==> src/rtl/assert_macros.svh <==
// ----------------------------------------------------------------------------
// Assertion macros
// Shorthand for clocked concurrent assertions with an asynchronous reset.
// ----------------------------------------------------------------------------
`ifndef ASSERT_MACROS_SVH
`define ASSERT_MACROS_SVH

// The condition must hold at every rising edge outside reset.
`define ASSERT_ALWAYS(label, clk, rst_n, cond, msg) \
	label: assert property (@(posedge clk) disable iff (!rst_n) (cond)) else $error(msg);

// Whenever the precondition holds, the consequence must hold in the same cycle.
`define ASSERT_IMPLIES(label, clk, rst_n, pre, post, msg) \
	label: assert property (@(posedge clk) disable iff (!rst_n) (pre) |-> (post)) else $error(msg);

`endif

==> src/rtl/bmpu_pkg.sv <==
// ----------------------------------------------------------------------------
// bmpu_pkg
// Shared types, codes and defaults of the bitmap row pixel unpacker.
// ----------------------------------------------------------------------------
package bmpu_pkg;

	localparam int MAX_WIDTH_DEFAULT     = 4096;
	localparam int PALETTE_DEPTH_DEFAULT = 256;
	localparam int CMD_QUEUE_DEPTH       = 4;

	localparam int CFG_INDEX_W = 1;
	localparam int CFG_DATA_W  = 13;
	localparam int TDATA_W     = 40;
	localparam int COL_OUT_W   = 12;

	// Configuration register indexes
	localparam logic [CFG_INDEX_W-1:0] REG_PIXEL_FORMAT = 1'b0;
	localparam logic [CFG_INDEX_W-1:0] REG_IMAGE_WIDTH  = 1'b1;

	// Pixel format codes
	localparam logic [2:0] FMT_1BPP   = 3'd0;
	localparam logic [2:0] FMT_2BPP   = 3'd1;
	localparam logic [2:0] FMT_4BPP   = 3'd2;
	localparam logic [2:0] FMT_8BPP   = 3'd3;
	localparam logic [2:0] FMT_16BPP  = 3'd4;
	localparam logic [2:0] FMT_24BPP  = 3'd5;
	localparam logic [2:0] FMT_32BPP  = 3'd6;
	localparam logic [2:0] FMT_UNSUP  = 3'd7;

	// Request kinds on the input stream
	localparam logic ACT_PALETTE = 1'b0;
	localparam logic ACT_PIXEL   = 1'b1;

	typedef enum logic [1:0] {
		CMD_PAL_WR  = 2'd0,
		CMD_INDEXED = 2'd1,
		CMD_DIRECT  = 2'd2,
		CMD_ERROR   = 2'd3
	} cmd_kind_t;

	// One entry of the command queue between front and back end.
	typedef struct packed {
		cmd_kind_t              kind;
		logic [7:0]             data;      // pixel byte or palette index
		logic [23:0]            rgb;       // palette value or direct colour
		logic [1:0]             log2bpp;   // indexed modes only
		logic [2:0]             count_m1;  // pixels in this byte minus one
		logic [COL_OUT_W-1:0]   col;       // column of the first pixel
		logic                   row_done;  // final pixel closes the row
	} cmd_t;

endpackage

==> src/rtl/bmpu_fifo.sv <==
// ----------------------------------------------------------------------------
// bmpu_fifo
// Short command queue that decouples the front end from the back end.
// ----------------------------------------------------------------------------
`include "assert_macros.svh"

module bmpu_fifo #(
	parameter int DEPTH = bmpu_pkg::CMD_QUEUE_DEPTH  // power of two, two or more
) (
	input  logic              clk,
	input  logic              arst_n,
	input  logic              push,
	input  bmpu_pkg::cmd_t    push_cmd,
	output logic              full,
	input  logic              pop,
	output bmpu_pkg::cmd_t    head,
	output logic              head_valid
);

	localparam int AW = $clog2(DEPTH);

	bmpu_pkg::cmd_t   store_q [DEPTH];
	logic [AW:0]      wr_q;
	logic [AW:0]      rd_q;

	assign full       = (wr_q[AW] != rd_q[AW]) && (wr_q[AW-1:0] == rd_q[AW-1:0]);
	assign head_valid = (wr_q != rd_q);
	assign head       = store_q[rd_q[AW-1:0]];

	always_ff @(posedge clk or negedge arst_n) begin
		if (!arst_n) begin
			wr_q <= '0;
			rd_q <= '0;
		end else begin
			if (push) begin
				wr_q <= wr_q + (AW + 1)'(1);
			end
			if (pop) begin
				rd_q <= rd_q + (AW + 1)'(1);
			end
		end
	end

	always_ff @(posedge clk) begin
		if (push) begin
			store_q[wr_q[AW-1:0]] <= push_cmd;
		end
	end

	`ASSERT_ALWAYS(a_no_push_full, clk, arst_n, !(push && full), "push into a full queue")
	`ASSERT_ALWAYS(a_no_pop_empty, clk, arst_n, !(pop && !head_valid), "pop from an empty queue")

endmodule

==> config.mk <==
export PLATFORM = sky130hd
export DESIGN_NAME = bmpu_fifo
export DESIGN_NICKNAME = d
export VERILOG_FILES = /design/src/rtl/bmpu_pkg.sv /design/src/rtl/bmpu_fifo.sv
export VERILOG_INCLUDE_DIRS = /design/src /design/src/rtl
export SDC_FILE = /design/constraint.sdc
export NUM_CORES = 1
export LEC_CHECK = 0
export ABC_CLOCK_PERIOD_IN_PS = 7150
export BUFFER_PORTS_ARGS = -buffer_cell sky130_fd_sc_hd__buf_2
export CAP_MARGIN = 20
export CORE_ASPECT_RATIO = 1.5
export CORE_MARGIN = 2
export CORE_UTILIZATION = 30
export DETAILED_ROUTE_END_ITERATION = 7
export PLACE_DENSITY = 0.51
export SLEW_MARGIN = 20
export SYNTH_ARGS = -nofsm -noshare
export SYNTH_HDL_FRONTEND = slang
export SYNTH_SLANG_ARGS = --single-unit
==> constraint.sdc <==
create_clock -name clk -period 7.15 [get_ports clk]
set_clock_uncertainty 0.1 [all_clocks]
set_input_delay 1.0725 -clock clk [delete_from_list [all_inputs] [get_ports clk]]
set_output_delay 1.0725 -clock clk [all_outputs]
set_load 0.01 [all_outputs]
==> flow_metrics.tcl, run 1 <==
set metrics [dict create \
    synth-edff-count 208 \
    r2r-end "rd_q[1]" \
    slew_headroom_pct 39.5 \
    grt_max_degree 54 \
    cts_num_sinks 214 \
    cap_violations 0 \
    drt-vias-per-instance 4.47 \
    post-place-cells 735 \
    synth-seq-cells 214 \
    fin_crit_ns 3.88 \
    core-area_um2 25900 \
    clk_latency_ns 0.49 \
    postCtsSetupBuffers 0 \
    power.leakage_nw 3.19 \
    finalHoldViolations 0 \
    antenna_found_initial 3 \
    antenna_left 0 \
    dieWidth_um 137 \
    drcViolationCount 0 \
    cts_resized 0 \
    postCtsHoldBufs 0 \
    cp.required_ns 5.98 \
    first_pass_iters 4 \
    io_buffers 109 \
    cts_buffer_depth 3 \
    synthMostInstantiatedCell "edfxtp_1" \
    r2r_slack_ns 4.94 \
    critical-path-slowest-cell "buf_4" \
    die_h_um 203 \
    synthArstFlopShare_pct 2.80 \
    hp-class "primary input to async pin" \
    die-area_um2 27700 \
    clock.fmax_mhz 258 \
    met3_usage_pct 2.32 \
    power_density_nw_per_um2 409 \
    fin_cells 774 \
    clk_pin_slew_ns 0.06 \
    nNetsFinal 487 \
    grt_usage_pct 11.5 \
    worstSetupEndpointType "output port" \
    syn-cell-area_um2 7920 \
    h-tree-depth 1 \
    postPlaceCellArea_um2 8770 \
    fp-row-count 72 \
    yosysTopAreaCellShare_pct 78.9 \
    crit_path_max_fanout 42 \
    area_growth_syn_to_layout_pct 19.2 \
    synth.avg_cell_area_um2 26.2 \
    grt_pass1_wl_um 23800 \
    grt.busiest_layer "met2" \
    ys_types 17 \
    status "finished, final reports clean" \
    fin_crit_sh_pct 54.2 \
    crit-reg2reg-launch "rd_q[0]" \
    start_kind "flop" \
    cp_cell_sequence "buf_4 > mux4_1 > buf_2" \
    synth_fp_nets 363 \
    routed-via-count 3456 \
    finalMaxSlewViolations 0 \
    final_area_um2 9440 \
    arrival_ns 2.70 \
    drive_above_1_share_pct 44.3 \
    worstMarginPinSlew_ns 0.908 \
    ys_warn_count 0 \
    dp_hpwl_um 8970 \
    first_global_vias 4037 \
    final-setup-viol-count 0 \
    cts_tree "done" \
    critPathMaxStageDelay_ns 0.77 \
    setup-tns-final_ns 0 \
    cp_num_buf_inv 2 \
    grt.met2_usage_pct 21.0 \
    ios 110 \
    numCtsBuffers 22 \
    rsz0062_at_grt "false" \
    cpLargestDelayFamily "buffers and inverters" \
    synthTopCellsByArea "edfxtp_1 (79%), mux4_2 (14%), dfrtp_1 (1.9%), mux4_1 (1.3%), buf_12 (1.3%)" \
    path_class "flop to output port" \
    wirelength_um 15600 \
    synthTopCellsByCount "edfxtp_1 (208), mux4_2 (48), buf_2 (6), dfrtp_1 (6)" \
    synthCells 302 \
    met1_usage_pct 13.2 \
    initial_utilization_pct 30.6 \
    peakVddDrop_uv 360 \
    drtIter0Drc 253 \
    synth-seq-area-share_pct 80.8 \
    reg2regPathDepth 3 \
    synth_area_leader_cell "edfxtp_1" \
    wl_per_cell_um 20.1 \
    place_congestion 0.651 \
    cts-root-buf "clkbuf_16" \
    grt_remaining_overflow 0 \
    synth_ff_type "edfxtp_1" \
]
## registers in the layout (all words and copies together) (netlist names)
signal   flops
store_q    208
rd_q         3
wr_q         3
## worst max path at each step
| stage | from | endpoint | slack, ns | depth (start not counted) |
|---|---|---|---|---|
| floorplan | push | store_q[3][0] | 4.29 | 1 |
| global placement | rd_q[0] | head[51] | 3.68 | 3 |
| detailed placement | rd_q[0] | head[51] | 3.68 | 3 |
| CTS | rd_q[0] | head[51] | 3.14 | 3 |
| global route | rd_q[0] | head[51] | 3.06 | 3 |
| finish | rd_q[0] | head[51] | 3.27 | 3 |
## power breakdown
group          switching (mW)  internal (mW)
Clock                   0.436          0.609
Combinational           0.579          0.490
Sequential             0.0952           1.65
## worst reg2reg max path, delay by kind of cell (launching register included)
family	cells	cell delay [ns]
muxes	1	0.26
adders and majority gates	1	0.38
buffers and inverters	1	0.78
DFF	1	0.59
## layout by cell type, fill, tap and decap left out, drive strengths merged
| master | Yosys | layout |
|---|---|---|
| edfxtp | 208 | 208 |
| buf | 12 | 112 |
| xnor2 | 4 | 4 |
| inv | 2 | 2 |
| xor2 | 3 | 3 |
| dfrtp | 6 | 6 |
| clkinv | 0 | 4 |
| and2 | 4 | 4 |
| o21ai | 1 | 1 |
| mux2 | 1 | 1 |
| clkinvlp | 0 | 1 |
| nand2 | 2 | 2 |
| mux4 | 52 | 52 |
| ha | 5 | 5 |
| and3b | 1 | 1 |
| diode | 0 | 1 |
| clkbuf | 0 | 33 |
| nand3 | 1 | 1 |
## through the flow
stage                     total power, mW  hold slack [ns]  setup slack (ns)  utilization, %
after floorplan                      2.50            0.362              4.29               -
after global placement               2.86            0.376              3.68            33.9
after detailed placement             2.88            0.376              3.68            33.9
after CTS                            3.94            0.289              3.14            36.5
after global routing                 4.05            0.301              3.06            36.5
final                                3.86            0.310              3.27            36.5
## cell families (layout without fill, tap and decap cells)
kind of cell | Yosys count | in the layout | synth area share (%)
adder cells (fa/ha/maj) | 5 | 5 | 0.790
XOR/XNOR | 7 | 7 | 0.774
AO/OA/AOI/OAI | 1 | 1 | 0.0632
other | 0 | 1 | 0
flip-flops | 214 | 214 | 80.8
buffers and inverters | 14 | 152 | 1.88
multiplexers | 53 | 53 | 15.1
AND/OR/NAND/NOR | 8 | 8 | 0.585
## routing by layer
layer  routed length (um)  vias to the layer above
li1                     -                     1538
met1                 5960                     1818
met2                 8540                       75
met3                  730                       21
met4                  307                        4
met5                   30                        -
## cell type report
class	instances	area, um^2
Clock buffer	33	633
Sequential cell	214	6400
Multi-Input combinational cell	74	1380
Antenna cell	1	2.50
Fill cell	2391	16400
Inverter	2	7.51
Clock inverter	5	25.0
Tap cell	333	417
Timing Repair Buffer	112	568
No activity file was read; power rests on OpenSTA's default activity.
==> run 2: changes to the inputs <==
- ABC_CLOCK_PERIOD_IN_PS: 7150 -> 3200
- PLACE_DENSITY: 0.51 -> 0.53
- clock period: 7.15 -> 3.2 ns (I/O delays scaled with it)
==> run 2 against run 1 <==
Non-clock buffer count is 5 higher. Sequential power is 130% higher. Global-route usage is 0.18 points lower. Combinational power is 130% higher. Final cell count is 0.26% higher. Worst hold slack worse by 0.21 ns. Register-to-register slack worse by 3.8 ns. Sequential share of layout area is 0.50 points lower. Core utilization is 0.27 points higher. Cell area is 0.74% higher. Critical endpoint unchanged. Largest cell class unchanged. Highest routed layer unchanged.
==> flow_metrics.tcl, run 2 (synthesis results as in run 1) <==
set metrics [dict create \
    hold_ws_ns 0.105 \
    seqPwrFrac_pct 45.7 \
    sw_frac_of_total_pct 28.6 \
    drive_above_1_share_pct 44.9 \
    finalWorstSetupSlack_ns 0.432 \
    final-setup-viol-count 0 \
    drtIter0Drc 116 \
    h-tree-depth 1 \
    r2r-end "store_q[0][45]" \
    cpLargestDelayFamily "flip-flops" \
    antenna_left 0 \
    min_from "push_cmd[27]" \
    switching_power_mw 2.46 \
    critPathMaxStageDelay_ns 0.70 \
    dieWidth_um 137 \
    cts_tree "done" \
    io_buffers 109 \
    cp.required_ns 2.62 \
    cap_violations 0 \
    ios 110 \
    antenna_found_initial 4 \
    largest_reg_flops 208 \
    first_global_vias 3866 \
    whs_endpoint "store_q[3][27]" \
    worstMarginPinSlew_ns 0.867 \
    power.leakage_nw 3.23 \
    fp-row-count 72 \
    rsz0062_at_grt "false" \
    clk_latency_ns 0.49 \
    die_h_um 203 \
    core-area_um2 25900 \
    finalHoldViolations 0 \
    p_comb_share_pct 28.4 \
    cp_num_buf_inv 2 \
    cts_buffer_depth 3 \
    drt-vias-per-instance 4.48 \
    cts_num_sinks 214 \
    whs_path_depth 1 \
    routed-via-count 3480 \
    grt_usage_pct 11.3 \
    wirelength_um 15500 \
    cts_resized 0 \
    grt_pass1_wl_um 23100 \
    power_density_nw_per_um2 904 \
    p_clk_share_pct 25.9 \
    hp-class "primary input to flop" \
    grt_max_degree 54 \
    final_common_cell "edfxtp_1" \
    power.internal_mw 6.13 \
    postCtsSetupBuffers 0 \
    place_congestion 0.674 \
    cts-root-buf "clkbuf_16" \
    arrival_ns 2.19 \
    clk_pin_slew_ns 0.06 \
    fin_crit_ns 2.77 \
    dp_slack_ns 0.869 \
    crit-reg2reg-launch "wr_q[0]" \
    crit_path_max_fanout 19 \
    critical-path-slowest-cell "dfrtp_4" \
    start_kind "flop" \
    first_pass_iters 4 \
    worstSetupEndpointType "output port" \
    status "finished, final reports clean" \
    die-area_um2 27700 \
    reg2regPathDepth 4 \
    setup-tns-final_ns 0 \
    fin_cells 776 \
    final_cell_mix "edfxtp_1 (208), buf_2 (109), mux4_2 (48)" \
    area_growth_syn_to_layout_pct 20.1 \
    peakVddDrop_uv 355 \
    grt_remaining_overflow 0 \
    initial_utilization_pct 30.6 \
    wl_per_cell_um 19.9 \
    path_class "flop to output port" \
    fin_crit_sh_pct 86.5 \
    power_mw 8.59 \
    n_fill_cell 2351 \
    finalMaxSlewViolations 0 \
    slew_headroom_pct 42.2 \
    post-place-cells 739 \
    clock.fmax_mhz 361 \
    cp_cell_sequence "buf_12 > mux4_1 > buf_2" \
    dp_hpwl_um 9340 \
    drcViolationCount 0 \
    r2r_slack_ns 1.17 \
    nNetsFinal 491 \
    numCtsBuffers 21 \
]
[run 2: repair_timing]
item | in CTS | in global routing
endpoints found under the setup margin | 0 | 0
hold buffers | 1 | 0
hold endpoints to repair | 6 | 0
[run 2: worst reg2reg max path, delay by kind of cell (launching register included)]
kind,cells,cell delay [ns]
adder cells (fa/ha/maj),1,0.14
buffers and inverters,2,0.44
flip-flops,1,0.46
AND/OR/NAND/NOR,1,0.57
[run 2: power groups by stage]
stage	Combinational, mW	Sequential (mW)	Clock, mW
floorplan	1.76	3.83	0
global placement	2.54	3.97	0
detailed placement	2.54	4.00	0
CTS	2.56	3.94	2.31
global route	2.67	3.99	2.41
finish	2.44	3.93	2.22
[run 2: cell type report]
class | instances | area (um^2) | share of cell area (%)
flip-flops and latches | 214 | 6400 | 67.3
multi-input cells | 74 | 1380 | 14.5
repair buffers | 117 | 683 | 7.19
clock buffers | 23 | 533 | 5.61
well taps | 333 | 417 | 4.38
clock inverters | 11 | 80.1 | 0.842
inverters | 2 | 7.51 | 0.0790
diodes | 2 | 5.00 | 0.0527
[run 2: how the worst max path moves through the flow]
stage | endpoint | cells past startpoint | slack [ns] | start
floorplan | store_q[2][0] | 3 | 0.81 | wr_q[0]
finish | head[51] | 3 | 0.43 | rd_q[0]
global route | head[0] | 3 | 0.26 | rd_q[0]
CTS | head[51] | 3 | 0.34 | rd_q[0]
detailed placement | head[0] | 3 | 0.87 | rd_q[0]
global placement | head[51] | 3 | 0.86 | rd_q[0]
[run 2: routing by layer]
layer  part of all wire (%)  GRT usage (%)
met5                   0.15              0
met1                     37           12.5
met2                     55           20.6
met4                    2.3           3.98
met3                    6.0           3.05
[run 2: stage by stage]
stage               utilization [%]  instance area [um^2]
global route                   36.8                  9500
CTS                            36.7                  9500
finish                         36.8                  9510
detailed placement             34.3                  8880
floorplan                         -                  7920
global placement               34.3                  8880
==> run 3: changes to the inputs <==
- ABC_AREA: default -> 1
- PLACE_DENSITY: 0.53 -> 0.52
==> run 3 against run 2 <==
Final cell count is 64% higher. Via count is 54% higher. Flip-flop and latch count stayed put. Critical path type unchanged. Global-route usage is 0.53 points higher. Core utilization is 0.64 points lower. Fmax is 3.7% lower. Highest routed layer unchanged. Critical endpoint is now full.
==> flow_metrics.tcl, run 3 <==
set metrics [dict create \
    status "finished, final reports clean" \
    slew_headroom_pct 51.1 \
    dp_hpwl_um 11300 \
    peakVddDrop_uv 328 \
    final_cell_mix "nand2_1 (329), edfxtp_1 (208), buf_2 (109)" \
    synth_ff_type "edfxtp_1" \
    hp-class "primary input to flop" \
    synthArstFlopShare_pct 2.80 \
    synthTopCellsByArea "edfxtp_1 (71%), nand2_1 (14%), or2_2 (3.4%), nand3_1 (3.0%), inv_1 (2.6%)" \
    grt_max_degree 83 \
    initial_utilization_pct 30.5 \
    syn-cell-area_um2 8760 \
    area_growth_syn_to_layout_pct 18.4 \
    setup-tns-final_ns 0 \
    grt_pass1_wl_um 27700 \
    synthMostInstantiatedCell "nand2_1" \
    final_core_utilization_pct 36.1 \
    synth_fp_nets 818 \
    first_pass_iters 4 \
    start_kind "flop" \
    die_h_um 213 \
    core-area_um2 28700 \
    first_global_vias 5124 \
    antenna_left 0 \
    grt_usage_pct 11.9 \
    fin_crit_sh_pct 89.8 \
    drtIter0Drc 246 \
    largest_reg_flops 208 \
    clk_pin_slew_ns 0.06 \
    h-tree-depth 1 \
    nNetsFinal 929 \
    wl_per_cell_um 14.4 \
    power_density_nw_per_um2 906 \
    antenna_found_initial 1 \
    dieWidth_um 144 \
    path_class "flop to output port" \
    cp.required_ns 2.62 \
    synth-edff-count 208 \
    cts-root-buf "clkbuf_16" \
    cap_violations 0 \
    ys_types 18 \
    crit_path_max_fanout 53 \
    power.leakage_nw 4.37 \
    synth-seq-area-share_pct 73.0 \
    worstSetupEndpointType "output port" \
    ys_warn_count 0 \
    cts_num_sinks 214 \
    wirelength_um 18300 \
    final-setup-viol-count 0 \
    antennaDiodeCount 0 \
    hold_ws_ns 0.102 \
    synth_area_leader_cell "edfxtp_1" \
    synthTopCellsByCount "nand2_1 (329), edfxtp_1 (208), inv_1 (61)" \
    fin_crit_ns 2.87 \
    cts_resized 0 \
    synth.avg_cell_area_um2 11.6 \
    routed-via-count 5349 \
    clk_latency_ns 0.49 \
    synthCells 757 \
    place_congestion 0.674 \
    synth-seq-cells 214 \
    yosysTopAreaCellShare_pct 71.3 \
    cts_tree "done" \
    drcViolationCount 0 \
    arrival_ns 2.29 \
    final_common_cell "nand2_1" \
    clock.fmax_mhz 348 \
    n_fill_cell 2859 \
    io_buffers 109 \
    worstMarginPinSlew_ns 0.732 \
    cts_buffer_depth 3 \
    fp-row-count 76 \
    finalMaxSlewViolations 0 \
    numCtsBuffers 21 \
    drive_above_1_share_pct 22.7 \
    rsz0062_at_grt "false" \
    power_mw 9.40 \
    finalHoldViolations 0 \
    drt-vias-per-instance 4.21 \
    grt_remaining_overflow 0 \
    die-area_um2 30600 \
    ios 110 \
]
==> run 3: cell count changes in the layout (fill, tap and decap cells not counted), moves of 5 or more <==
cell      before  now
inv_1          2   57
nand3_1        1   53
inv_2          0    5
clkbuf_1       2    7
or2_2          0   48
buf_4          1   10
nand2_1        2  329
mux4_2        48    0
==> run 3: power by group <==
part | switching, mW | internal (mW) | leakage (nW)
sequential | 0.201 | 3.67 | 1.98
combinational | 2.12 | 1.10 | 2.08
clock | 0.951 | 1.36 | 0.306
==> run 3: final timing paths <==
path | start | endpoint | slack (ns) | cells past startpoint
worst min-delay path | push_cmd[12] | store_q[3][12] | 0.10 | 1
max in group asynchronous | arst_n | rd_q[0] | 2.54 | 2
worst min register to register | rd_q[2] | rd_q[2] | 0.44 | 2
min in group asynchronous | arst_n | wr_q[0] | 0.28 | 2
worst max-delay path | rd_q[0] | full | 0.33 | 6
worst max register to register | wr_q[1] | store_q[1][35] | 1.24 | 5
==> run 3: what timing repair did <==
action,in CTS,in global routing
hold endpoints to repair,6,0
hold buffers,1,0
setup buffers,0,0
==> run 3: kinds of logic (layout without fill, tap and decap cells) <==
group | Yosys count | in the layout | share of synthesized area (%)
and+or+nand+nor | 435 | 435 | 20.9
xor gates and xnor gates | 4 | 4 | 0.400
AOI/OAI and AO/OA | 2 | 2 | 0.114
DFF | 214 | 214 | 73.0
adders and majority gates | 5 | 5 | 0.714
buffers and inverters | 97 | 222 | 4.93
==> run 3: routing by layer <==
layer	wire length (um)	vias up	part of all wire (%)	track usage (%)
met5	7	-	0.038	0
met4	292	2	1.6	3.14
met3	826	22	4.5	2.43
met2	9890	84	54	22.6
met1	7260	2558	40	13.3
li1	-	2683	-	-
==> run 3: cell type report <==
cell class / count / area (um^2) / area share (%)
Clock inverter: 9 / 86.3 / 0.832
Tap cell: 390 / 488 / 4.70
Multi-Input combinational cell: 446 / 1940 / 18.7
Sequential cell: 214 / 6400 / 61.7
Inverter: 63 / 239 / 2.30
Timing Repair Buffer: 122 / 671 / 6.46
Clock buffer: 28 / 552 / 5.32
==> run 3: through the flow <==
stage | area [um^2] | instances | worst slack, ns
6_report | 10400 | 1272 | 0.325
2_1_floorplan | 8760 | 757 | 0.868
5_1_grt | 10400 | 1272 | 0.160
4_1_cts | 10400 | 1272 | 0.292
3_3_place_gp | 9730 | 1234 | 0.826
3_5_place_dp | 9730 | 1234 | 0.812
==> run 3: critical path: stages, from the launching register on <==
cell	delay [ns]
dfrtp_4	0.68
inv_4	0.52
nand2_1	0.12
nand2_1	0.11
nand2_1	0.06
nor2_1	0.11
buf_2	0.15
