===== src/rtl/assert_macros.svh =====
// ----------------------------------------------------------------------------
// Assertion macros
// Shorthand for clocked concurrent assertions with an asynchronous reset.
// ----------------------------------------------------------------------------
`ifndef ASSERT_MACROS_SVH
`define ASSERT_MACROS_SVH

// The condition must hold at every rising edge outside reset.
`define ASSERT_ALWAYS(label, clk, rst_n, cond, msg) \
	label: assert property (@(posedge clk) disable iff (!rst_n) (cond)) else $error(msg);

// Whenever the precondition holds, the consequence must hold in the same cycle.
`define ASSERT_IMPLIES(label, clk, rst_n, pre, post, msg) \
	label: assert property (@(posedge clk) disable iff (!rst_n) (pre) |-> (post)) else $error(msg);

`endif


===== src/rtl/bmpu_pkg.sv =====
// ----------------------------------------------------------------------------
// bmpu_pkg
// Shared types, codes and defaults of the bitmap row pixel unpacker.
// ----------------------------------------------------------------------------
package bmpu_pkg;

	localparam int MAX_WIDTH_DEFAULT     = 4096;
	localparam int PALETTE_DEPTH_DEFAULT = 256;
	localparam int CMD_QUEUE_DEPTH       = 4;

	localparam int CFG_INDEX_W = 1;
	localparam int CFG_DATA_W  = 13;
	localparam int TDATA_W     = 40;
	localparam int COL_OUT_W   = 12;

	// Configuration register indexes
	localparam logic [CFG_INDEX_W-1:0] REG_PIXEL_FORMAT = 1'b0;
	localparam logic [CFG_INDEX_W-1:0] REG_IMAGE_WIDTH  = 1'b1;

	// Pixel format codes
	localparam logic [2:0] FMT_1BPP   = 3'd0;
	localparam logic [2:0] FMT_2BPP   = 3'd1;
	localparam logic [2:0] FMT_4BPP   = 3'd2;
	localparam logic [2:0] FMT_8BPP   = 3'd3;
	localparam logic [2:0] FMT_16BPP  = 3'd4;
	localparam logic [2:0] FMT_24BPP  = 3'd5;
	localparam logic [2:0] FMT_32BPP  = 3'd6;
	localparam logic [2:0] FMT_UNSUP  = 3'd7;

	// Request kinds on the input stream
	localparam logic ACT_PALETTE = 1'b0;
	localparam logic ACT_PIXEL   = 1'b1;

	typedef enum logic [1:0] {
		CMD_PAL_WR  = 2'd0,
		CMD_INDEXED = 2'd1,
		CMD_DIRECT  = 2'd2,
		CMD_ERROR   = 2'd3
	} cmd_kind_t;

	// One entry of the command queue between front and back end.
	typedef struct packed {
		cmd_kind_t              kind;
		logic [7:0]             data;      // pixel byte or palette index
		logic [23:0]            rgb;       // palette value or direct colour
		logic [1:0]             log2bpp;   // indexed modes only
		logic [2:0]             count_m1;  // pixels in this byte minus one
		logic [COL_OUT_W-1:0]   col;       // column of the first pixel
		logic                   row_done;  // final pixel closes the row
	} cmd_t;

endpackage


===== src/rtl/bmpu_front.sv =====
// ----------------------------------------------------------------------------
// bmpu_front
// Accepts requests, holds the configuration and row state, and turns each
// request into at most one command for the back end.
// ----------------------------------------------------------------------------
`include "assert_macros.svh"

module bmpu_front #(
	parameter int MAX_WIDTH = bmpu_pkg::MAX_WIDTH_DEFAULT
) (
	input  logic                                 clk,
	input  logic                                 arst_n,
	input  logic                                 cfg_we,
	input  logic [bmpu_pkg::CFG_INDEX_W-1:0]     cfg_index,
	input  logic [bmpu_pkg::CFG_DATA_W-1:0]      cfg_data,
	input  logic                                 s_tvalid,
	output logic                                 s_tready,
	input  logic [bmpu_pkg::TDATA_W-1:0]         s_tdata,
	input  logic                                 s_tuser,
	input  logic                                 q_full,
	output logic                                 q_push,
	output bmpu_pkg::cmd_t                       q_cmd
);

	localparam int WMAX   = (MAX_WIDTH < 8191) ? MAX_WIDTH : 8191;
	localparam int COL_W  = $clog2(WMAX + 1);
	localparam int BITS_W = COL_W + 6;
	localparam int RL_W   = COL_W + 2;
	localparam int CMP_W  = (COL_W > 4) ? COL_W : 4;

	logic [2:0]                        fmt_q;
	logic [bmpu_pkg::CFG_DATA_W-1:0]   width_q;
	logic [COL_W-1:0]                  col_q;
	logic [RL_W-1:0]                   rbc_q;
	logic [1:0]                        bip_q;
	logic [15:0]                       partial_q;

	logic [bmpu_pkg::CFG_DATA_W-1:0]   w_wide;
	logic [COL_W-1:0]                  w_eff;
	logic [BITS_W-1:0]                 w_ext;
	logic [BITS_W-1:0]                 row_bits;
	logic [BITS_W-1:0]                 row_words;
	logic [RL_W-1:0]                   row_len;
	logic [RL_W:0]                     rbc_inc;
	logic                              restart;

	logic [7:0]                        byte_in;
	logic [3:0]                        per_byte;
	logic [COL_W-1:0]                  remaining;
	logic [CMP_W-1:0]                  rem_c;
	logic [CMP_W-1:0]                  pb_c;
	logic [3:0]                        n_idx;
	logic [15:0]                       c16;
	logic [23:0]                       rgb16;
	logic [23:0]                       rgb24;

	logic                              accept;
	logic                              step;
	logic                              push_want;
	logic                              emit;
	logic [COL_W-1:0]                  col_n;
	logic [1:0]                        bip_n;
	logic [15:0]                       part_n;

	assign byte_in  = s_tdata[39:32];
	assign s_tready = !q_full;
	assign accept   = s_tvalid && s_tready;
	assign q_push   = accept && push_want;

	// Effective row width: zero counts as one, oversize is clamped.
	always_comb begin
		if (width_q == '0) begin
			w_wide = bmpu_pkg::CFG_DATA_W'(1);
		end else if (width_q > bmpu_pkg::CFG_DATA_W'(WMAX)) begin
			w_wide = bmpu_pkg::CFG_DATA_W'(WMAX);
		end else begin
			w_wide = width_q;
		end
		w_eff = COL_W'(w_wide);
	end

	// Padded row length in bytes: bits rounded up to whole 32-bit words.
	always_comb begin
		w_ext = BITS_W'(w_eff);
		unique case (fmt_q)
			bmpu_pkg::FMT_1BPP:  row_bits = w_ext;
			bmpu_pkg::FMT_2BPP:  row_bits = w_ext << 1;
			bmpu_pkg::FMT_4BPP:  row_bits = w_ext << 2;
			bmpu_pkg::FMT_8BPP:  row_bits = w_ext << 3;
			bmpu_pkg::FMT_16BPP: row_bits = w_ext << 4;
			bmpu_pkg::FMT_24BPP: row_bits = (w_ext << 4) + (w_ext << 3);
			bmpu_pkg::FMT_32BPP: row_bits = w_ext << 5;
			bmpu_pkg::FMT_UNSUP: row_bits = w_ext << 5;
		endcase
		row_words = (row_bits + BITS_W'(31)) >> 5;
		row_len   = RL_W'(row_words << 2);
	end

	// Indexed modes: how many pixels this byte still holds for the row.
	always_comb begin
		per_byte  = 4'd8 >> fmt_q[1:0];
		remaining = w_eff - col_q;
		rem_c     = CMP_W'(remaining);
		pb_c      = CMP_W'(per_byte);
		n_idx     = (rem_c < pb_c) ? 4'(rem_c) : per_byte;
	end

	assign c16   = {byte_in, partial_q[7:0]};
	assign rgb16 = {c16[14:10], 3'b000, c16[9:5], 3'b000, c16[4:0], 3'b000};
	assign rgb24 = {byte_in, partial_q[15:8], partial_q[7:0]};

	always_comb begin
		q_cmd     = '0;
		push_want = 1'b0;
		step      = 1'b0;
		emit      = 1'b0;
		col_n     = col_q;
		bip_n     = bip_q;
		part_n    = partial_q;
		if (s_tuser == bmpu_pkg::ACT_PALETTE) begin
			q_cmd.kind = bmpu_pkg::CMD_PAL_WR;
			q_cmd.data = s_tdata[7:0];
			q_cmd.rgb  = {s_tdata[15:8], s_tdata[23:16], s_tdata[31:24]};
			push_want  = 1'b1;
		end else if (fmt_q == bmpu_pkg::FMT_UNSUP) begin
			q_cmd.kind = bmpu_pkg::CMD_ERROR;
			push_want  = 1'b1;
		end else begin
			step = 1'b1;
			if (!fmt_q[2]) begin
				q_cmd.kind     = bmpu_pkg::CMD_INDEXED;
				q_cmd.data     = byte_in;
				q_cmd.log2bpp  = fmt_q[1:0];
				q_cmd.count_m1 = 3'(n_idx - 4'd1);
				q_cmd.col      = bmpu_pkg::COL_OUT_W'(col_q);
				q_cmd.row_done = (rem_c <= pb_c);
				push_want      = (n_idx != 4'd0);
				col_n          = col_q + COL_W'(n_idx);
			end else if (col_q != w_eff) begin
				q_cmd.kind     = bmpu_pkg::CMD_DIRECT;
				q_cmd.col      = bmpu_pkg::COL_OUT_W'(col_q);
				q_cmd.row_done = ((col_q + COL_W'(1)) == w_eff);
				q_cmd.rgb      = (fmt_q == bmpu_pkg::FMT_16BPP) ? rgb16 : rgb24;
				if (fmt_q == bmpu_pkg::FMT_16BPP) begin
					if (bip_q == 2'd0) begin
						part_n[7:0] = byte_in;
						bip_n       = 2'd1;
					end else begin
						emit  = 1'b1;
						bip_n = 2'd0;
					end
				end else begin
					unique case (bip_q)
						2'd0: begin
							part_n[7:0] = byte_in;
							bip_n       = 2'd1;
						end
						2'd1: begin
							part_n[15:8] = byte_in;
							bip_n        = 2'd2;
						end
						2'd2: begin
							emit  = 1'b1;
							bip_n = (fmt_q == bmpu_pkg::FMT_32BPP) ? 2'd3 : 2'd0;
						end
						2'd3: begin
							// Alpha byte of a 32-bit pixel is dropped.
							bip_n = 2'd0;
						end
					endcase
				end
				push_want = emit;
				if (emit) begin
					col_n = col_q + COL_W'(1);
				end
			end
		end
		rbc_inc = {1'b0, rbc_q} + (RL_W + 1)'(1);
		restart = (rbc_inc >= {1'b0, row_len});
	end

	always_ff @(posedge clk or negedge arst_n) begin
		if (!arst_n) begin
			fmt_q   <= bmpu_pkg::FMT_24BPP;
			width_q <= bmpu_pkg::CFG_DATA_W'(1);
			col_q   <= '0;
			rbc_q   <= '0;
			bip_q   <= '0;
		end else if (cfg_we) begin
			unique case (cfg_index)
				bmpu_pkg::REG_PIXEL_FORMAT: fmt_q   <= cfg_data[2:0];
				bmpu_pkg::REG_IMAGE_WIDTH:  width_q <= cfg_data;
			endcase
			col_q <= '0;
			rbc_q <= '0;
			bip_q <= '0;
		end else if (accept && step) begin
			if (restart) begin
				col_q <= '0;
				rbc_q <= '0;
				bip_q <= '0;
			end else begin
				col_q <= col_n;
				rbc_q <= rbc_inc[RL_W-1:0];
				bip_q <= bip_n;
			end
		end
	end

	// Bytes of a pixel in progress; always overwritten before use.
	always_ff @(posedge clk) begin
		if (accept && step) begin
			partial_q <= part_n;
		end
	end

	`ASSERT_ALWAYS(a_col_within_row, clk, arst_n, col_q <= w_eff, "column count beyond row width")

endmodule


===== config.mk =====
export PLATFORM = sky130hd
export DESIGN_NAME = bmpu_front
export DESIGN_NICKNAME = d
export VERILOG_FILES = /design/src/rtl/bmpu_pkg.sv /design/src/rtl/bmpu_front.sv
export VERILOG_INCLUDE_DIRS = /design/src /design/src/rtl
export SDC_FILE = /design/constraint.sdc
export NUM_CORES = 1
export LEC_CHECK = 0
export ABC_CLOCK_PERIOD_IN_PS = 6600
export BUFFER_PORTS_ARGS = -buffer_cell sky130_fd_sc_hd__buf_2
export CAP_MARGIN = 40
export CORE_MARGIN = 2
export CORE_UTILIZATION = 25
export CTS_BUF_LIST = sky130_fd_sc_hd__clkbuf_2 sky130_fd_sc_hd__clkbuf_4 sky130_fd_sc_hd__clkbuf_8
export CTS_CLUSTER_SIZE = 40
export DETAILED_ROUTE_END_ITERATION = 10
export HOLD_SLACK_MARGIN = 0.08
export PLACE_DENSITY = 0.53
export SLEW_MARGIN = 0
export SYNTH_ARGS = -nofsm -noshare
export SYNTH_HDL_FRONTEND = slang
export SYNTH_SLANG_ARGS = --single-unit

===== constraint.sdc =====
create_clock -name clk -period 6.6 [get_ports clk]
set_clock_uncertainty 0.1 [all_clocks]
set_input_delay 0.99 -clock clk [delete_from_list [all_inputs] [get_ports clk]]
set_output_delay 0.99 -clock clk [all_outputs]
set_load 0.02 [all_outputs]

==> metrics.md, run 1 <==
| Metric | Value |
|---|---|
| Status | complete, no violations |
| Most frequent cells in the layout | 113 x buf_2, 98 x nand2_1, 81 x o21ai_0 |
| EDFF count, synth | 16 |
| Core Box Area | roughly 28,000 sq um |
| 1st-pass router iterations | 5 |
| CTS tree | done |
| Peak supply drop | 0.0872 mV |
| Post-Layout Cell Count | 1,407 |
| Diode count | 0 |
| Routed len/inst | about 18 um |
| WP data required | around 5.5 ns |
| Clock slew at reported path FFs | around 0.09 ns |
| Critical path class | reg2out |
| Clk pwr share | between 20% and 30% |
| Startpoint type of the worst setup path | flip-flop |
| P&R area growth vs syn | 18.0% |
| Fin area | between 8000 and 9000 sq um |
| Starting Density | 25.5% |
| First-pass GRT wire length | between 30 and 40 mm |
| Most common flop cell mapped by yosys | dfrtp_1 |
| GRT Total Usage | ~16% |
| Vias in the first global route | 6,972 |
| Via count | roughly 7,300 |
| Placed inst area | about 8100 sq um |
| Register area share after synthesis | 23.0% |
| Final period util | roughly 94% |
| Fin nets | 1,136 |
| Worst-Margin Slew | about 0.84 ns |
| Int Power | about 1.1 mW |
| CP arrival | between 5 and 6 ns |
| Largest net degree at the start of global routing | 47 |
| Synthesized cell area | 7120 sq um |
| Hold WS | between 0.4 and 0.5 ns |
| CP most frequent cell | inv_1 |
| Inst Count DP | around 1,400 |
| Residual DRC | 0 |
| Crit path max fanout | 9 |
| Hold Crit Depth | 2 |
| Final ANT Viol Nets | 0 |
| Die width | approximately 170 um |
| GRT Residual Overflow | 0 |
| #FFs+latches synth | 62 |
| Chip height | 173 um |
| Power Density | about 230 nW/um^2 |
| Final Hold Viols | 0 |
| Tot Pwr | ~1.9 mW |
| Syn Inst Count | 922 |
| Root buf cell | clkbuf_8 |
| Mean Syn Cell Area | a little under 8 sq um |
| Critical path's slowest cell | dfrtp_1 |
| Switch Pwr | between 0.8 and 0.9 mW |
| RSZ-0062 raised after global routing | false |
| Worst flop-to-flop path endpoint | col_q[8]$_DFFE_PN0P_ |
| Worst Reg-to-Reg Cells | 26 |
| Worst slew margin | between 40% and 50% |
| Max H-tree Level | 3 |
| Hold wc startpoint | rbc_q[8]$_DFFE_PN0P_ |
| # port buffers | around 110 |
| Gate power share | a little over half |
| CP Cell Sequence | nor4_4 > a31oi_1 > nor2_1 > inv_1 > ha_1 > inv_1 > fa_1 > xnor2_1 > inv_1 > ha_1 > o21a_1 > o21ai_0 > nand2b_1 > nor2_1 > nand4_1 > buf_4 > mux2i_2 > inv_1 > ha_1 > or4_1 > o211ai_1 > buf_2 |
| Drt initial violations | roughly 540 |
| Slowest Stage Delay on Critical Path | approximately 0.54 ns |
| Die Footprint | ~30,000 sq um |
| TritonCTS Sinks | between 60 and 70 |
| Max-cap viol count | 0 |
| Clock Latency Late Sink | around 0.38 ns |
| Switching share of power | approximately 44% |
| Number of fill cells | ~3,100 |
| I/O pin count | ~110 |
| Async S/R FF share, synth | 74.2% |
| Peak Freq | ~160 MHz |
| Worst r2r src | width_q[3]$_DFFE_PN0P_ |
| Final setup fails | 0 |
| Fin crit period | roughly 6.2 ns |
| R2R Setup Slk | roughly 0.61 ns |
| Bufs on Longest Clock Path | 2 |
| Drt total wl | approximately 25 mm |
| Initial antenna violation count | 0 |
| Fin. max-slew vios | 0 |
| Most common cell after layout, fill and taps aside | buf_2 |
| Lkg Pwr | between 3 and 4 nW |
| Site Rows | around 60 |
| Post-cts hold buffer count | 0 |
| Sequential fraction of design power | around 25% |
| Syn_nets | 1,034 |
| Num CTS Buffers | 9 |
| Synth warn | 0 |
| Worst hold endpoint | rbc_q[8]$_DFFE_PN0P_ |
| Crit end category | output pin |
| Hold Crit Class | reg2reg |
| Detailed Place HPWL | about 19 mm |
| Unique cell type count in the Yosys netlist | 84 |
| Vias/cell | roughly 5.2 |
| Proportion of layout cells with a drive suffix above 1 | between 10% and 20% |
| TNS Setup | 0 ns |
| RD Place Congestion | 0.901 |
-- cells by family after synthesis --
logic type               Yosys count  share of synthesized area [%]
AND/OR/NAND/NOR                  337                           24.6
AO/OA/AOI/OAI                    266                           24.9
buffers and inverters            120                           6.69
flip-flops                        62                           23.0
adder cells (fa/ha/maj)           52                           9.45
XOR/XNOR                          48                           5.90
multiplexers                      37                           5.50
-- worst max-delay path by stage --
stage,from,endpoint,slack [ns],cells after the start
3_5_place_dp,width_q[11]$_DFFE_PN0P_,col_q[8]$_DFFE_PN0P_,0.45,25
2_1_floorplan,width_q[12]$_DFFE_PN0P_,q_cmd[15],0.99,21
5_1_grt,width_q[11]$_DFFE_PN0P_,q_cmd[15],0.03,22
6_report,width_q[3]$_DFFE_PN0P_,q_cmd[15],0.40,22
3_3_place_gp,width_q[3]$_DFFE_PN0P_,col_q[8]$_DFFE_PN0P_,0.54,25
4_1_cts,width_q[11]$_DFFE_PN0P_,q_cmd[15],0.17,21
-- sequential cells by signal, summed over array words and instances (netlist names) --
register,cells
col_q,13
rbc_q,15
partial_q,16
fmt_q,3
width_q,13
bip_q,2
-- critical path: cells and delay by family (launching register included) --
family                     cells  cell delay (ns)
and+or+nand+nor                6             1.10
DFF                            1             0.54
buffers and inverters          6             0.74
muxes                          1             0.28
xor gates and xnor gates       1             0.30
AOI/OAI and AO/OA              4             0.60
adders and majority gates      4             1.15
-- power by group through the flow --
stage	logic [mW]	registers [mW]	clock network (mW)
3_3_place_gp	0.987	0.486	0
2_1_floorplan	0.729	0.450	0
5_1_grt	1.11	0.487	0.459
4_1_cts	0.994	0.480	0.446
6_report	1.00	0.482	0.435
3_5_place_dp	0.987	0.488	0
-- synthesized netlist by cell type, types with 19 or more instances --
master,n,area (sq um)
mux2i_1,20,200
clkbuf_1,34,128
and3_1,19,119
nor2b_1,22,138
nor3_1,27,135
xnor2_1,35,307
nor2_1,52,195
dfrtp_1,43,1080
nand3_1,29,145
o21ai_0,81,405
a21oi_1,39,195
ha_1,49,613
o22ai_1,21,131
inv_1,65,244
nand2_1,98,368
-- layer usage --
metal | track usage (%) | vias to the layer above | wire (um)
met5 | 0 | - | 0
met3 | 2.26 | 37 | 1300
met4 | 5.97 | 0 | 712
met2 | 27.2 | 254 | 11400
met1 | 21.8 | 3460 | 11600
li1 | - | 3580 | -
-- layout make-up --
class	instances	area, sq um	share of cell area (%)
Clock buffer	12	153	1.82
Clock inverter	4	95.1	1.13
Timing Repair Buffer	140	764	9.10
Inverter	71	267	3.17
Multi-Input combinational cell	740	5010	59.7
Sequential cell	62	1640	19.5
Tap cell	378	473	5.63
-- repair_timing --
item                                    4_1_cts  5_1_grt
resized for setup                             0        1
setup buffers                                 0        3
endpoints found under the hold margin         0        0
endpoints found under the setup margin        0        2
-- stage by stage --
stage	util (%)	worst slack, ns
finish	30.1	0.398
global route	30.1	0.0343
CTS	30.0	0.173
detailed placement	29.1	0.453
global placement	29.0	0.539
floorplan	-	0.988
(Power assumes the default switching activity.)
==> run 2: changes to the inputs <==
- ABC_CLOCK_PERIOD_IN_PS: 6600 -> 7870
- clock period: 6.6 -> 7.87 ns (I/O delays scaled with it)
==> metrics.md, run 2 (synthesis gave the netlist of run 1 again) <==
| Metric | Value |
|---|---|
| CP Cell Sequence | nor4_4 > a31oi_1 > nor2_1 > inv_1 > ha_1 > inv_1 > fa_1 > xnor2_1 > inv_1 > ha_1 > o21a_1 > o21ai_0 > nand2b_1 > nor2_1 > nand4_1 > mux2i_1 > inv_1 > ha_1 > or4_1 > o211ai_1 > buf_2 |
| Crit. Startpoint | width_q[2]$_DFFE_PN0P_ |
| Fin crit period | approximately 6.6 ns |
| First-pass GRT wire length | approximately 39 mm |
| Num CTS Buffers | 9 |
| GRT Total Usage | 16.0% |
| Chip height | 173 um |
| Fin. max-slew vios | 0 |
| Fin worst setup slack | about 1.2 ns |
| Root buf cell | clkbuf_8 |
| 1st-pass router iterations | 5 |
| Clock Latency Late Sink | roughly 0.36 ns |
| Worst r2r src | width_q[2]$_DFFE_PN0P_ |
| Die width | 173 um |
| I/O pin count | approximately 110 |
| GRT Residual Overflow | 0 |
| Starting Density | roughly 25% |
| Largest net degree at the start of global routing | 47 |
| CTS tree | done |
| Leading registers by flop count | partial_q x16, rbc_q x15 |
| TNS Setup | 0 ns |
| CP most frequent cell | inv_1 |
| Hold Crit Class | reg2reg |
| Drt initial violations | around 640 |
| Vias in the first global route | 6,972 |
| Post_cts resized | 0 |
| Via count | about 7,400 |
| Routed len/inst | around 17 um |
| # port buffers | 113 |
| Setup bufs post-CTS | 0 |
| Site Rows | between 60 and 70 |
| Diode count | 0 |
| Max-cap viol count | 0 |
| Final Hold Viols | 0 |
| Slowest Stage Delay on Critical Path | 0.56 ns |
| RSZ-0062 raised after global routing | false |
| Power Density | roughly 190 nW/um^2 |
| Startpoint type of the worst setup path | flip-flop |
| Hold wc startpoint | rbc_q[8]$_DFFE_PN0P_ |
| Lkg Pwr | 3.59 nW |
| Core Box Area | 27,900 sq um |
| Pre-CTS setup slack | between 1 and 1.5 ns |
| Detailed Place HPWL | between 15 and 20 mm |
| Most frequent cells in the layout | 113 x buf_2, 98 x nand2_1, 81 x o21ai_0 |
| Worst slew margin | between 30% and 40% |
| Critical path's slowest cell | dfrtp_1 |
| Final setup fails | 0 |
| Peak Freq | between 150 and 200 MHz |
| Bufs on Longest Clock Path | 2 |
| Peak supply drop | approximately 0.099 mV |
| Worst-Margin Slew | roughly 0.9 ns |
| P&R area growth vs syn | 16.3% |
| Critical path class | reg2out |
| Residual DRC | 0 |
| RD Place Congestion | 0.876 |
| Max reg flops | 16 |
| TritonCTS Sinks | 62 |
| Fin nets | around 1,100 |
| Most common cell after layout, fill and taps aside | buf_2 |
| Max H-tree Level | 3 |
| Crit end category | output pin |
| Drt total wl | 24.2 mm |
| Proportion of layout cells with a drive suffix above 1 | between 10% and 20% |
| Initial antenna violation count | 1 |
| Post-cts hold buffer count | 0 |
| CP arrival | about 5.3 ns |
| Vias/cell | around 5.3 |
| Final period util | between 80% and 90% |
| WP data required | 6.59 ns |
| Clock slew at reported path FFs | around 0.080 ns |
| Largest register by flop count | partial_q |
| Die Footprint | 29,800 sq um |
| Status | complete, no violations |
| Crit path max fanout | 8 |
| Final ANT Viol Nets | 0 |
-- run 2: cell count changes in the layout (fill, tap and decap cells not counted), sizes merged --
cell,change
clkbuf,+1
clkinv,+1
bufinv,-2
buf,-13
-- run 2: area by class of cell --
cell class | count | area (sq um)
clock inverter | 3 | 40.0
inverter | 71 | 267
timing repair buffer | 127 | 678
tap | 378 | 473
clock buffer | 13 | 179
sequential | 62 | 1640
multi-input combinational | 740 | 5010
fill | 3078 | 19700
-- run 2: power breakdown --
part           leakage, nW  switching, mW  total [mW]  internal [mW]
Combinational         2.73          0.492       0.812          0.319
Sequential           0.744         0.0619       0.414          0.352
Clock                0.115          0.134       0.314          0.180
-- run 2: metal layers --
metal | part of all wire (%) | vias up | track usage [%]
li1 | - | 3565 | -
met1 | 45 | 3466 | 22.0
met2 | 46 | 291 | 25.6
met3 | 5.7 | 43 | 2.22
met4 | 2.9 | 0 | 5.86
met5 | 0 | - | 0
-- run 2: through the flow --
step                      instances  hold WS [ns]  util [%]  power [mW]  instance area (sq um)
final                          1394         0.435      29.7        1.54                   8280
after global routing           1394         0.484      29.7        1.65                   8280
after CTS                      1394         0.441      29.7        1.54                   8280
after detailed placement       1378         0.424      28.9        1.22                   8060
after global placement         1376         0.420      28.8        1.22                   8040
after floorplan                 922         0.384         -       0.989                   7120
-- run 2: critical path, delay by kind of cell, from the launching register on --
kind                     cells  cell delay, ns
XOR/XNOR                     1            0.30
flip-flops                   1            0.56
AO/OA/AOI/OAI                4            0.63
adder cells (fa/ha/maj)      4            1.18
buffers and inverters        5            0.59
multiplexers                 1            0.39
AND/OR/NAND/NOR              6            1.33
-- run 2: worst paths after layout --
| kind | to | slack, ns | cells past startpoint |
|---|---|---|---|
| worst max-delay path | q_cmd[15] | 1.25 | 21 |
| worst min-delay path | rbc_q[8]$_DFFE_PN0P_ | 0.43 | 2 |
| worst max register to register | rbc_q[2]$_DFFE_PN0P_ | 1.46 | 19 |
| worst min register to register | rbc_q[8]$_DFFE_PN0P_ | 0.43 | 2 |
| max in group asynchronous | rbc_q[2]$_DFFE_PN0P_ | 6.40 | 2 |
| min in group asynchronous | width_q[6]$_DFFE_PN0P_ | 0.81 | 2 |
